===== config.mk =====
export PLATFORM = sky130hd
export DESIGN_NAME = bffa_regs
export DESIGN_NICKNAME = d
export VERILOG_FILES = /design/src/bitmap_first_free_allocator_assert.svh /design/src/bffa_pkg.sv /design/src/bffa_regs.sv
export SDC_FILE = /design/constraint.sdc
export NUM_CORES = 1
export LEC_CHECK = 0
export ABC_AREA = 1
export ABC_CLOCK_PERIOD_IN_PS = 1000
export BUFFER_PORTS_ARGS = -buffer_cell sky130_fd_sc_hd__buf_2
export CAP_MARGIN = 20
export CELL_PAD_IN_SITES_DETAIL_PLACEMENT = 1
export CELL_PAD_IN_SITES_GLOBAL_PLACEMENT = 1
export CORE_MARGIN = 2
export CORE_UTILIZATION = 30
export CTS_CLUSTER_SIZE = 14
export DETAILED_ROUTE_END_ITERATION = 8
export PLACE_DENSITY = 0.91
export SKIP_CTS_REPAIR_TIMING = 1
export SLEW_MARGIN = 30
export SYNTH_ARGS = -nofsm -noshare
export SYNTH_HDL_FRONTEND = slang
export SYNTH_SLANG_ARGS = --single-unit

===== constraint.sdc =====
create_clock -name i_clk -period 1 [get_ports i_clk]
set_clock_uncertainty 0.05 [all_clocks]
set_input_delay 0.15 -clock i_clk [delete_from_list [all_inputs] [get_ports i_clk]]
set_output_delay 0.15 -clock i_clk [all_outputs]
set_load 0.02 [all_outputs]

===== src/bitmap_first_free_allocator_assert.svh =====
// ----------------------------------------------------------------------------
// bitmap first free allocator assertion macros
// concurrent assertion wrappers used by bffa_ctrl
// ----------------------------------------------------------------------------
`ifndef BITMAP_FIRST_FREE_ALLOCATOR_ASSERT_SVH
`define BITMAP_FIRST_FREE_ALLOCATOR_ASSERT_SVH

// checked only out of reset
`define BFFA_ASSERT(lbl, clk, rst_n, prop, msg) \
    lbl: assert property (@(posedge clk) disable iff (!rst_n) prop) \
        else $error(msg);

// checked at every edge, reset included
`define BFFA_ASSERT_ALWAYS(lbl, clk, prop, msg) \
    lbl: assert property (@(posedge clk) prop) else $error(msg);

`endif


===== src/bffa_pkg.sv =====
// ----------------------------------------------------------------------------
// bffa_pkg
// shared constants, types and helpers of the bitmap first free allocator
// ----------------------------------------------------------------------------
package bffa_pkg;

    localparam int MAP_BITS  = 8192;
    localparam int WORD_BITS = 32;
    localparam int NUM_WORDS = (MAP_BITS + WORD_BITS - 1) / WORD_BITS;
    localparam int WIDX_W    = (NUM_WORDS > 1) ? $clog2(NUM_WORDS) : 1;
    localparam int BIT_W     = $clog2(WORD_BITS);
    localparam int IDX_W     = WIDX_W + BIT_W;
    localparam int CNT_W     = 14;
    localparam int DATA_W    = 32;
    localparam int PADDR_W   = 3;

    typedef logic [WORD_BITS-1:0] t_word;

    typedef enum logic [1:0] {
        REQ_LOAD  = 2'd0,
        REQ_READ  = 2'd1,
        REQ_ALLOC = 2'd2
    } t_req;

    typedef enum logic {
        CFG_ENTRY_COUNT = 1'b0,
        CFG_NUMBER_BASE = 1'b1
    } t_cfg_idx;

    typedef enum logic [1:0] {
        S_IDLE,
        S_READ,
        S_SCAN,
        S_DONE
    } t_state;

    typedef struct packed {
        logic [CNT_W-1:0]  entry_count;
        logic [DATA_W-1:0] number_base;
    } t_cfg;

    typedef struct packed {
        logic accept;
        logic cap_read;
        logic scan;
        logic push;
    } t_cmd;

    typedef struct packed {
        logic count_zero;
        logic hit;
        logic miss;
        logic out_free;
    } t_sts;

    function automatic logic [BIT_W-1:0] lowest_clear(input t_word w);
        logic [BIT_W-1:0] b;
        b = '0;
        for (int i = WORD_BITS - 1; i >= 0; i--) begin
            if (!w[i]) begin
                b = BIT_W'(i);
            end
        end
        return b;
    endfunction

endpackage


===== src/bffa_regs.sv =====
// ----------------------------------------------------------------------------
// bffa_regs
// apb configuration registers: entry count and number base
// ----------------------------------------------------------------------------
module bffa_regs import bffa_pkg::*; (
    input  logic               i_clk,
    input  logic               i_rst_n,
    input  logic               i_psel,
    input  logic               i_penable,
    input  logic               i_pwrite,
    input  logic [PADDR_W-1:0] i_paddr,
    input  logic [DATA_W-1:0]  i_pwdata,
    output logic [DATA_W-1:0]  o_prdata,
    output logic               o_pready,
    output t_cfg               o_cfg
);

    t_cfg     r_cfg;
    t_cfg     n_cfg;
    t_cfg_idx addr_idx;
    logic     wr_en;

    assign addr_idx = t_cfg_idx'(i_paddr[2]);
    assign wr_en    = i_psel && i_penable && i_pwrite;

    always_comb begin
        n_cfg = r_cfg;
        if (wr_en) begin
            unique case (addr_idx)
                CFG_ENTRY_COUNT: n_cfg.entry_count = i_pwdata[CNT_W-1:0];
                CFG_NUMBER_BASE: n_cfg.number_base = i_pwdata;
                default:         n_cfg = r_cfg;
            endcase
        end
    end

    always_ff @(posedge i_clk) begin
        if (!i_rst_n) begin
            r_cfg.entry_count <= '0;
            r_cfg.number_base <= DATA_W'(1);
        end else begin
            r_cfg <= n_cfg;
        end
    end

    always_comb begin
        unique case (addr_idx)
            CFG_ENTRY_COUNT: o_prdata = DATA_W'(r_cfg.entry_count);
            CFG_NUMBER_BASE: o_prdata = r_cfg.number_base;
            default:         o_prdata = '0;
        endcase
    end

    assign o_pready = 1'b1;
    assign o_cfg    = r_cfg;

endmodule


Word-level counts from Yosys, hierarchy flattened
Cells that the tools add are included.
{"block": "totals", "output_inout_bits": 79, "input_bits": 40, "register_bits": 46, "wordCells": 8}
{"block": "classes", "muxes": 1, "reduce_logical": 4, "n_bitwise": 1}
{"cell": "one-hot mux 32 bit (2 select lines)", "count": 1}
{"cell": "AND reduction 2 bit", "count": 2}
{"cell": "logical AND 1 bit", "count": 2}
{"cell": "NOT 1 bit", "count": 1}

Longest topological paths before layout
{"block": "depth", "word_depth": 3, "depth_mapped": 6}

Least setup slack after synthesis
No wires, ideal clock.
{"block": "synth_timing", "path_type": "in2out", "start": "in i_paddr[2]", "end": "out o_prdata[10]", "required_time_ns": 0.800, "path_stages": 5, "path_slack_ns": -0.043, "n_path_buf": 2, "t_arrival_ns": 0.843, "path_cell_list": "inv_1 > buf_2 > buf_2 > nand2_1 > nand2_1"}
{"block": "synth_between", "elab_chain_cells": 2}
{"item": "start: declaration", "line_no": "bffa_regs.sv:11", "text": "input logic [PADDR_W-1:0] i_paddr,"}
{"item": "NOT 1 bit"}
{"item": "one-hot mux 32 bit (2 select lines) (*)", "line_no": "bffa_regs.sv:47", "text": "unique case (addr_idx)"}
{"item": "end: declaration", "line_no": "bffa_regs.sv:13", "text": "output logic [DATA_W-1:0] o_prdata,"}
Every way passes the cells marked *; elsewhere a longest branch is shown, timed or not.

Worst setup path after layout
{"block": "layout_timing", "start": "reg r_cfg, in the netlist o_cfg[20]", "end": "out o_prdata[20]"}
{"block": "layout_between", "elab_chain_cells": 1}
{"item": "start: declaration", "line_no": "bffa_regs.sv:18", "text": "t_cfg r_cfg;"}
{"item": "start signal: assignment", "line_no": "bffa_regs.sv:42", "text": "r_cfg <= n_cfg;"}
{"item": "one-hot mux 32 bit (2 select lines)", "line_no": "bffa_regs.sv:47"}
No other way between the ends.

==> flow_summary.ini <==
[floorplanning]
die_h_um = 92.15
io_pins = 119
die_x_um = 92.15
rows = 32
coreArea_um2 = 7607
dieArea_um2 = 8491
start_util = 0.3064

[cts]
numCtsBuffers = 5
cts.sinks = 46
clockBufferDepth = 2
cts_tree = yes
htreeDepth = 2
clk_pin_slew_ns = 0.08
insertion_delay_ns = 0.29
root_buffer = clkbuf_8

[final_layout]
final_common_cell = nor2_1
n_antenna_cell = 0
largest_reg_flops = 46
final_util = 0.4954
final_area_um2 = 3769
layout_common_cells = 90 x nor2_1, 85 x nand2_1, 75 x buf_6
drive_above_1_share = 0.4486
syn2layout_area_growth_pct = 61.67
finalNetCount = 525

[route]
drt_first_pass_iters = 4
wl_um = 8409
wire_per_inst_um = 14.30
via_per_inst = 4.587
antenna_left = 0
drtIter0Drc = 63
vias = 2697
drc_errors = 0

[power_and_ir_drop]
seqPwrFrac = 0.487
power.share.clock = 0.291
ir_drop_uv = 486.7
p_sw_frac = 0.2920
netSwitchingPower_uw = 1180
p_leak_uw = 0.001985
p_int_uw = 2860
combPwrFrac = 0.222
power_density_nw_per_um2 = 1072

[timing]
rsz0062_at_grt = true
setup_ws_ns = -0.1536
hold_viol = 0
setup-violations-final = 34
min_period_ns = 1.154
fin_crit_sh = 1.154
max_freq_mhz = 866.9
maxSlewViolCount = 0

[flow_run]
drv_cap = 0

[placement]
place.gp.congestion = 0.7190
io_buffer_count = 115
placed_area_um2 = 3068
dp_hpwl_um = 5153

[min_path]
hold_path_class = input port to register

[global_routing]
grt_max_degree = 47
antenna_found_initial = 0
grt_pass1_wl_um = 11160
grt_pass1_vias = 2437
grt_overflow_total = 0
track_usage = 0.1606

[setup_path]
crit_fanout = 3
worst_setup_path_end_kind = output pin
path_class = register to output pin
path_cells = nand2_1 -> inv_1 -> buf_6
cp_slowest_stage_delay_ns = 0.37
critPathLaunchType = register
arrival_ns = 0.95
crit_required_ns = 0.80
slowest_stage = dfxtp_2

[logic_synthesis]
syn_inst = 371
synth_nets = 411
avgSynthCellArea_um2 = 6.283
netlist_area_um2 = 2331
synth_cell_types = 16
synth_seq_cells = 46
yosys_warnings = 0
yosysSeqAreaShare = 0.3951

[outcome]
violations = setup timing
outcome = complete, but fails checks
Yosys cell counts:
master,number,area share
nor2_1,90,0.14
buf_6,8,0.039
buf_2,13,0.028
conb_1,1,0.0016
buf_1,1,0.0016
nand3_4,1,0.0075
nor2_8,1,0.0086
nor2_4,2,0.0097
inv_2,1,0.0016
nand2_1,106,0.17
inv_1,51,0.082
buf_4,2,0.0064
o21ai_0,1,0.0021
nand2_2,1,0.0027
dfxtp_1,46,0.40
nand3_1,46,0.099
metal layers:
layer  vias to the layer above  routed length [um]  global-route usage  part of all wire
met5                         -                   0                   0                 0
met4                         0                 247             0.03731             0.029
met3                        22                 479             0.03369             0.057
met2                        94                4585              0.3125              0.55
met1                      1263                3097              0.1761              0.37
li1                       1318                   -                   -                 -
logic make-up after synthesis:
| logic type | Yosys count | synth area share |
|---|---|---|
| AO/OA/AOI/OAI | 1 | 0.002145 |
| buffers and inverters | 76 | 0.1583 |
| flip-flops | 46 | 0.3951 |
| other | 1 | 0.001609 |
| AND/OR/NAND/NOR | 247 | 0.4428 |
final cells by class:
class                      count  area, um2
fill                         963       3839
timing repair buffer         131       1272
multi-input combinational    249       1094
sequential                    46      988.4
inverter                      52      195.2
tap                          102      127.6
clock buffer                   7      86.33
clock inverter                 1      5.005
power groups by stage:
stage                     Combinational (uW)  Sequential [uW]  Clock (uW)
after global routing                     973             1980        1290
after CTS                                745             1950        1230
after detailed placement                 744             1990           0
after global placement                   717             1980           0
after floorplan                          387             2060           0
final                                    898             1970        1170
worst paths after layout:
check / end / from / depth (start not counted) / slack [ns]
max: o_prdata[20] / o_cfg[20] / 3 / -0.15
min: o_cfg[0] / i_pwdata[0] / 3 / 0.03
max reg2reg: o_cfg[6] / o_cfg[6] / 3 / 0.22
min reg2reg: o_cfg[13] / o_cfg[13] / 2 / 0.45
through the flow:
stage	std cells	total power, uW	setup slack, ns	hold slack (ns)	TNS (ns)
4_1_cts	583	3921	-0.1883	0.02516	-6.906
3_5_place_dp	575	2732	-0.2073	0.3508	-7.881
2_1_floorplan	371	2445	0.02517	0.2262	0
6_report	588	4040	-0.1536	0.03423	-3.269
3_3_place_gp	575	2702	-0.1354	0.3252	-5.855
5_1_grt	588	4244	-0.2152	0.05938	-5.449
worst max-delay path, delay by kind of cell, from the launching register on:
kind,cells,cell delay (ns)
simple gates,1,0.06
buf+inv,2,0.22
flops,1,0.37
No activity file was read; power rests on OpenSTA's default activity.
