--- config.mk ---
export PLATFORM = sky130hd
export DESIGN_NAME = bffa_ctrl
export DESIGN_NICKNAME = d
export VERILOG_FILES = /design/src/bffa_pkg.sv /design/src/bffa_ctrl.sv
export VERILOG_INCLUDE_DIRS = /design/src /design/src/src
export SDC_FILE = /design/constraint.sdc
export NUM_CORES = 1
export LEC_CHECK = 0
export BUFFER_PORTS_ARGS = -buffer_cell sky130_fd_sc_hd__buf_4
export CORE_AREA = 2 2 39 41
export CTS_CLUSTER_DIAMETER = 40
export CTS_CLUSTER_SIZE = 20
export DETAILED_ROUTE_END_ITERATION = 7
export DIE_AREA = 0 0 41 43
export MAX_ROUTING_LAYER = met4
export SETUP_SLACK_MARGIN = 0.05
export SLEW_MARGIN = 30
export SYNTH_ARGS = -nofsm -noshare
export SYNTH_HDL_FRONTEND = slang
export SYNTH_SLANG_ARGS = --single-unit
--- constraint.sdc ---
create_clock -name i_clk -period 3.65 [get_ports i_clk]
set_input_delay 0.5475 -clock i_clk [delete_from_list [all_inputs] [get_ports i_clk]]
set_output_delay 0.5475 -clock i_clk [all_outputs]
set_load 0.05 [all_outputs]
--- src/bitmap_first_free_allocator_assert.svh ---
// ----------------------------------------------------------------------------
// bitmap first free allocator assertion macros
// concurrent assertion wrappers used by bffa_ctrl
// ----------------------------------------------------------------------------
`ifndef BITMAP_FIRST_FREE_ALLOCATOR_ASSERT_SVH
`define BITMAP_FIRST_FREE_ALLOCATOR_ASSERT_SVH

// checked only out of reset
`define BFFA_ASSERT(lbl, clk, rst_n, prop, msg) \
    lbl: assert property (@(posedge clk) disable iff (!rst_n) prop) \
        else $error(msg);

// checked at every edge, reset included
`define BFFA_ASSERT_ALWAYS(lbl, clk, prop, msg) \
    lbl: assert property (@(posedge clk) prop) else $error(msg);

`endif

--- src/bffa_pkg.sv ---
// ----------------------------------------------------------------------------
// bffa_pkg
// shared constants, types and helpers of the bitmap first free allocator
// ----------------------------------------------------------------------------
package bffa_pkg;

    localparam int MAP_BITS  = 8192;
    localparam int WORD_BITS = 32;
    localparam int NUM_WORDS = (MAP_BITS + WORD_BITS - 1) / WORD_BITS;
    localparam int WIDX_W    = (NUM_WORDS > 1) ? $clog2(NUM_WORDS) : 1;
    localparam int BIT_W     = $clog2(WORD_BITS);
    localparam int IDX_W     = WIDX_W + BIT_W;
    localparam int CNT_W     = 14;
    localparam int DATA_W    = 32;
    localparam int PADDR_W   = 3;

    typedef logic [WORD_BITS-1:0] t_word;

    typedef enum logic [1:0] {
        REQ_LOAD  = 2'd0,
        REQ_READ  = 2'd1,
        REQ_ALLOC = 2'd2
    } t_req;

    typedef enum logic {
        CFG_ENTRY_COUNT = 1'b0,
        CFG_NUMBER_BASE = 1'b1
    } t_cfg_idx;

    typedef enum logic [1:0] {
        S_IDLE,
        S_READ,
        S_SCAN,
        S_DONE
    } t_state;

    typedef struct packed {
        logic [CNT_W-1:0]  entry_count;
        logic [DATA_W-1:0] number_base;
    } t_cfg;

    typedef struct packed {
        logic accept;
        logic cap_read;
        logic scan;
        logic push;
    } t_cmd;

    typedef struct packed {
        logic count_zero;
        logic hit;
        logic miss;
        logic out_free;
    } t_sts;

    function automatic logic [BIT_W-1:0] lowest_clear(input t_word w);
        logic [BIT_W-1:0] b;
        b = '0;
        for (int i = WORD_BITS - 1; i >= 0; i--) begin
            if (!w[i]) begin
                b = BIT_W'(i);
            end
        end
        return b;
    endfunction

endpackage

--- src/bffa_ctrl.sv ---
// ----------------------------------------------------------------------------
// bffa_ctrl
// controller: request sequencing for load, read and allocate
// ----------------------------------------------------------------------------
`include "bitmap_first_free_allocator_assert.svh"

module bffa_ctrl import bffa_pkg::*; (
    input  logic       i_clk,
    input  logic       i_rst_n,
    input  logic       i_req_valid,
    input  logic [1:0] i_req_type,
    output logic       o_req_ready,
    input  t_sts       i_sts,
    output t_cmd       o_cmd
);

    t_state r_state;
    t_state n_state;

    always_ff @(posedge i_clk) begin
        if (!i_rst_n) begin
            r_state <= S_IDLE;
        end else begin
            r_state <= n_state;
        end
    end

    always_comb begin
        n_state     = r_state;
        o_cmd       = '0;
        o_req_ready = 1'b0;
        unique case (r_state)
            S_IDLE: begin
                o_req_ready = 1'b1;
                if (i_req_valid) begin
                    o_cmd.accept = 1'b1;
                    case (i_req_type)
                        REQ_READ:  n_state = S_READ;
                        REQ_ALLOC: n_state = i_sts.count_zero ? S_DONE : S_SCAN;
                        default:   n_state = S_DONE;
                    endcase
                end
            end
            S_READ: begin
                o_cmd.cap_read = 1'b1;
                n_state        = S_DONE;
            end
            S_SCAN: begin
                o_cmd.scan = 1'b1;
                if (i_sts.hit || i_sts.miss) begin
                    n_state = S_DONE;
                end
            end
            S_DONE: begin
                if (i_sts.out_free) begin
                    o_cmd.push = 1'b1;
                    n_state    = S_IDLE;
                end
            end
            default: n_state = S_IDLE;
        endcase
    end

    `BFFA_ASSERT_ALWAYS(a_rst_idle, i_clk, !i_rst_n |=> r_state == S_IDLE, "not idle after reset")
    `BFFA_ASSERT(a_read_next, i_clk, i_rst_n, (r_state == S_IDLE) && i_req_valid && (i_req_type == REQ_READ) |=> r_state == S_READ, "read beat did not go to read capture")
    `BFFA_ASSERT(a_hit_done, i_clk, i_rst_n, (r_state == S_SCAN) && i_sts.hit |=> r_state == S_DONE, "scan continued after hit")
    `BFFA_ASSERT(a_done_hold, i_clk, i_rst_n, (r_state == S_DONE) && !i_sts.out_free |=> r_state == S_DONE, "result dropped while output busy")

endmodule

* After elaboration in Yosys (flattened, before gate mapping)
Cells that the tools add are included.
** Storage, ports and cells
- Flip-flop bits (word level) :: 2
- Word-level logic and storage cells :: 25
** Cells by class
- Equality and inequality tests :: 8
- Muxes and demuxes :: 13
- Reduce and logical (&&, ||, !) cells :: 3
** Operators by type and width (number)
- $mux 1 :: 8
- $pmux 2 s4 :: 1
- $eq 2x2->1 const B :: 3
- $mux 2 :: 3
- $ne 2x2->1 const B :: 3
- $eq 2x1->1 const B :: 2
- $pmux 2 s2 :: 1
- $reduce_and 3->1 :: 1
- $logic_not 2->1 :: 1
- $logic_or 1x1->1 :: 1

* Depth between registers and ports, before layout
- Depth in word-level cells :: 4
- Gate-level depth with buffers :: 6
- Mapped depth without buffers :: 6

* Worst setup path before layout
No wires, ideal clock.
- Path type :: flip-flop to output port
- Start point :: register r_state[0]
- End point :: output port o_cmd[3] in the netlist's numbering
- Arrival time :: 1357 ps
- Required time :: 3102 ps
- Path slack :: 1746 ps
- Cell stages (with the launch flop) :: 4
- Path through :: dfxtp_1 > inv_1 > ha_1 > and2_2
** RTL lines
- start, declared :: RTL line bffa_ctrl.sv:17 : t_state r_state;
- start signal, assigned :: RTL line bffa_ctrl.sv:24 : r_state <= n_state;
- end, declared :: RTL line bffa_ctrl.sv:14 : output t_cmd o_cmd

==> out/results.ini <==
[grt]
grt_first_pass_wirelength_um = 648
grt_max_degree = 5
antenna_found_initial = 0
first_global_vias = 200
grt_overflow = 0
grtUsageTotal_pct = 5.755

[detailed_routing]
ant_nets = 0
vias = 238
post-route-drc-count = 0
drt_iter0_markers = 5
routedWlPerCell_um = 6.803
via_per_inst = 3.902
wirelength_um = 415
drtPass1Iterations = 4

[critical_path]
cp-startpoint = r_state[0]
crit_path_max_incr_delay_ps = 360
slowest_stage = dfxtp_1
r2r-start = r_state[0]
crit_family = flip-flops
path_cells = inv_1 > ha_1 > and2_2 > buf_4
critPathBufInv = 2
r2r_slack_ps = 2250
cp-start-kind = register
cp.depth = 4
worstPathRequired_ps = 3100
worstSetupPathType = register to output pin
worst-path-max-fanout = 4
cp.arrival_ps = 1280
r2r-end = r_state[1]
reg2reg_depth = 5
endpoint_kind = output pin

[logic_synthesis]
synth_cells = 29
yosys_register_bits = 2
synthDistinctLibCells = 15
synth.area.mux_share_pct = 3.846
synth_xor_area_share_pct = 0
seq_area_frac_synth_pct = 15.38
avgSynthCellArea_um2 = 8.974
synthAdderAreaFrac_pct = 38.46
synth_top_family_by_area = adder cells
synth_compound_area_share_pct = 18.75
synthSimpleGateAreaFrac_pct = 16.35
synthesis.area_um2 = 260.3
synth_fp_nets = 46
yosysWarnings = 0

[sta]
fin_setup_tns_ps = 0
finalMaxSlewViolations = 0
min_period_ps = 1828
max_freq_ghz = 0.5471
finalHoldViolCount = 0
rsz0062_at_grt = no
finalSetupViolations = 0
fin_crit_sh_pct = 50.07
tightest_slew_ps = 247.3
timing.hold.ws_ps = 508.4
clock_skew_ps = 4.457
slew_headroom_pct = 83.51
setup_ws_ps = 1822

[pwr]
pwr-share-comb_pct = 72.4
p_switching_uw = 170.3
seq_power_share_pct = 13.2
clkPwrFrac_pct = 14.4
vdd_drop_max_uv = 197.0
p_leak_uw = 0.0002112
internal_power_uw = 155.5
p_per_area_nw_per_um2 = 813.8
swShare_pct = 52.26

[placed_design]
dp_cells = 58
port_buffers = 13
place_ws_ps = 2041
place.gp.congestion = 0.7249
placed_area_um2 = 377.9
dp_hpwl_um = 379.3

[clocking]
cts_setup_buffers = 0
cts-root-buf = clkbuf_4
cts_buffer_depth = 2
cts_tree = done
h-tree-depth = 1
cts_buffers = 3
cts-resized-gates = 0
clk_pin_slew_ps = 30
cts_hold_buf = 0
clkSinkCount = 2
clk_latency_ps = 220

[status]
outcome = completed

[cells_and_area]
area_delta_synth_final_pct = 53.85
final_area_um2 = 400.4
regMostFlops = r_state
final_cells = 61
reg_top3 = r_state x2
final_nets = 64
layout-drive-gt1-share_pct = 42.22
layout_commonest_cell = buf_4
largest_register_ffs = 2
n_antenna_cell = 0
final_cell_mix = 13 x buf_4, 8 x ha_1, 4 x inv_1

[die]
ioPinCount = 14
initial_utilization_pct = 18.81
fp.dieH_um = 43
coreArea_um2 = 1384
die_area_um2 = 1763
std_cell_rows = 14
die_w_um = 41

[min_path]
hp-start = r_state[0]
min_path_type = register to register
worst_hold_path.endpoint = r_state[0]
hold_depth = 2

[job]
maxCapViolCount = 0

## metal layers
metal | GRT usage (%) | vias to the layer above | wire length [µm]
li1 | - | 128 | -
met1 | 6.410 | 97 | 183
met2 | 7.500 | 13 | 179
met3 | 3.141 | 0 | 52
met4 | 4.000 | 0 | 0
met5 | - | - | 0
## through the flow
stage	total power [µW]	utilization (%)
floorplan	231.0	-
global placement	282.8	27.31
detailed placement	282.9	27.31
CTS	332.5	28.93
global route	357.6	28.93
finish	325.8	28.93
## power groups by stage
stage          clock [µW]  sequential, µW  combinational [µW]
4_1_cts              49.5            43.6                 239
3_5_place_dp            0            43.9                 239
2_1_floorplan           0            41.5                 189
5_1_grt              53.7            44.8                 259
6_report             46.9            42.9                 236
3_3_place_gp            0            44.1                 239
## cells in the mapped netlist, drive strengths merged
cell type | instances | area (µm²)
a211oi | 1 | 7.510
a21oi | 2 | 10.01
a221oi | 1 | 26.28
and2 | 2 | 13.77
dfxtp | 2 | 40.04
ha | 8 | 100.1
inv | 5 | 18.76
mux2i | 1 | 10.01
nand2 | 1 | 3.750
nand3 | 1 | 5.000
nor2 | 2 | 7.510
nor2b | 2 | 12.51
o21ai | 1 | 5.000
## how the worst max path moves through the flow
stage	slack [ps]	endpoint
6_report	1820	o_cmd[3]
3_5_place_dp	2040	o_cmd[3]
4_1_cts	1800	o_cmd[3]
3_3_place_gp	2050	o_cmd[3]
5_1_grt	1750	o_cmd[3]
2_1_floorplan	1750	o_cmd[3]
## logic make-up after synthesis
group / count (synthesis)
DFF: 2
muxes: 1
adders and majority gates: 8
buffers and inverters: 5
and+or+nand+nor: 8
AOI/OAI and AO/OA: 5
## final cells by class
cell class                      count  area [µm²]
Fill cell                         152       983.4
Sequential cell                     2       40.04
Tap cell                           16       20.02
Timing Repair Buffer               13       97.59
Inverter                            5       18.77
Clock buffer                        3       22.52
Multi-Input combinational cell     22       201.4
## tightest hold or removal path: cells and delay by family (launching register included)
| family | cells | cell delay (ps) |
|---|---|---|
| AOI/OAI and AO/OA | 1 | 70 |
| DFF | 1 | 320 |
| and+or+nand+nor | 1 | 60 |
Power figures use the tool's default switching activity.
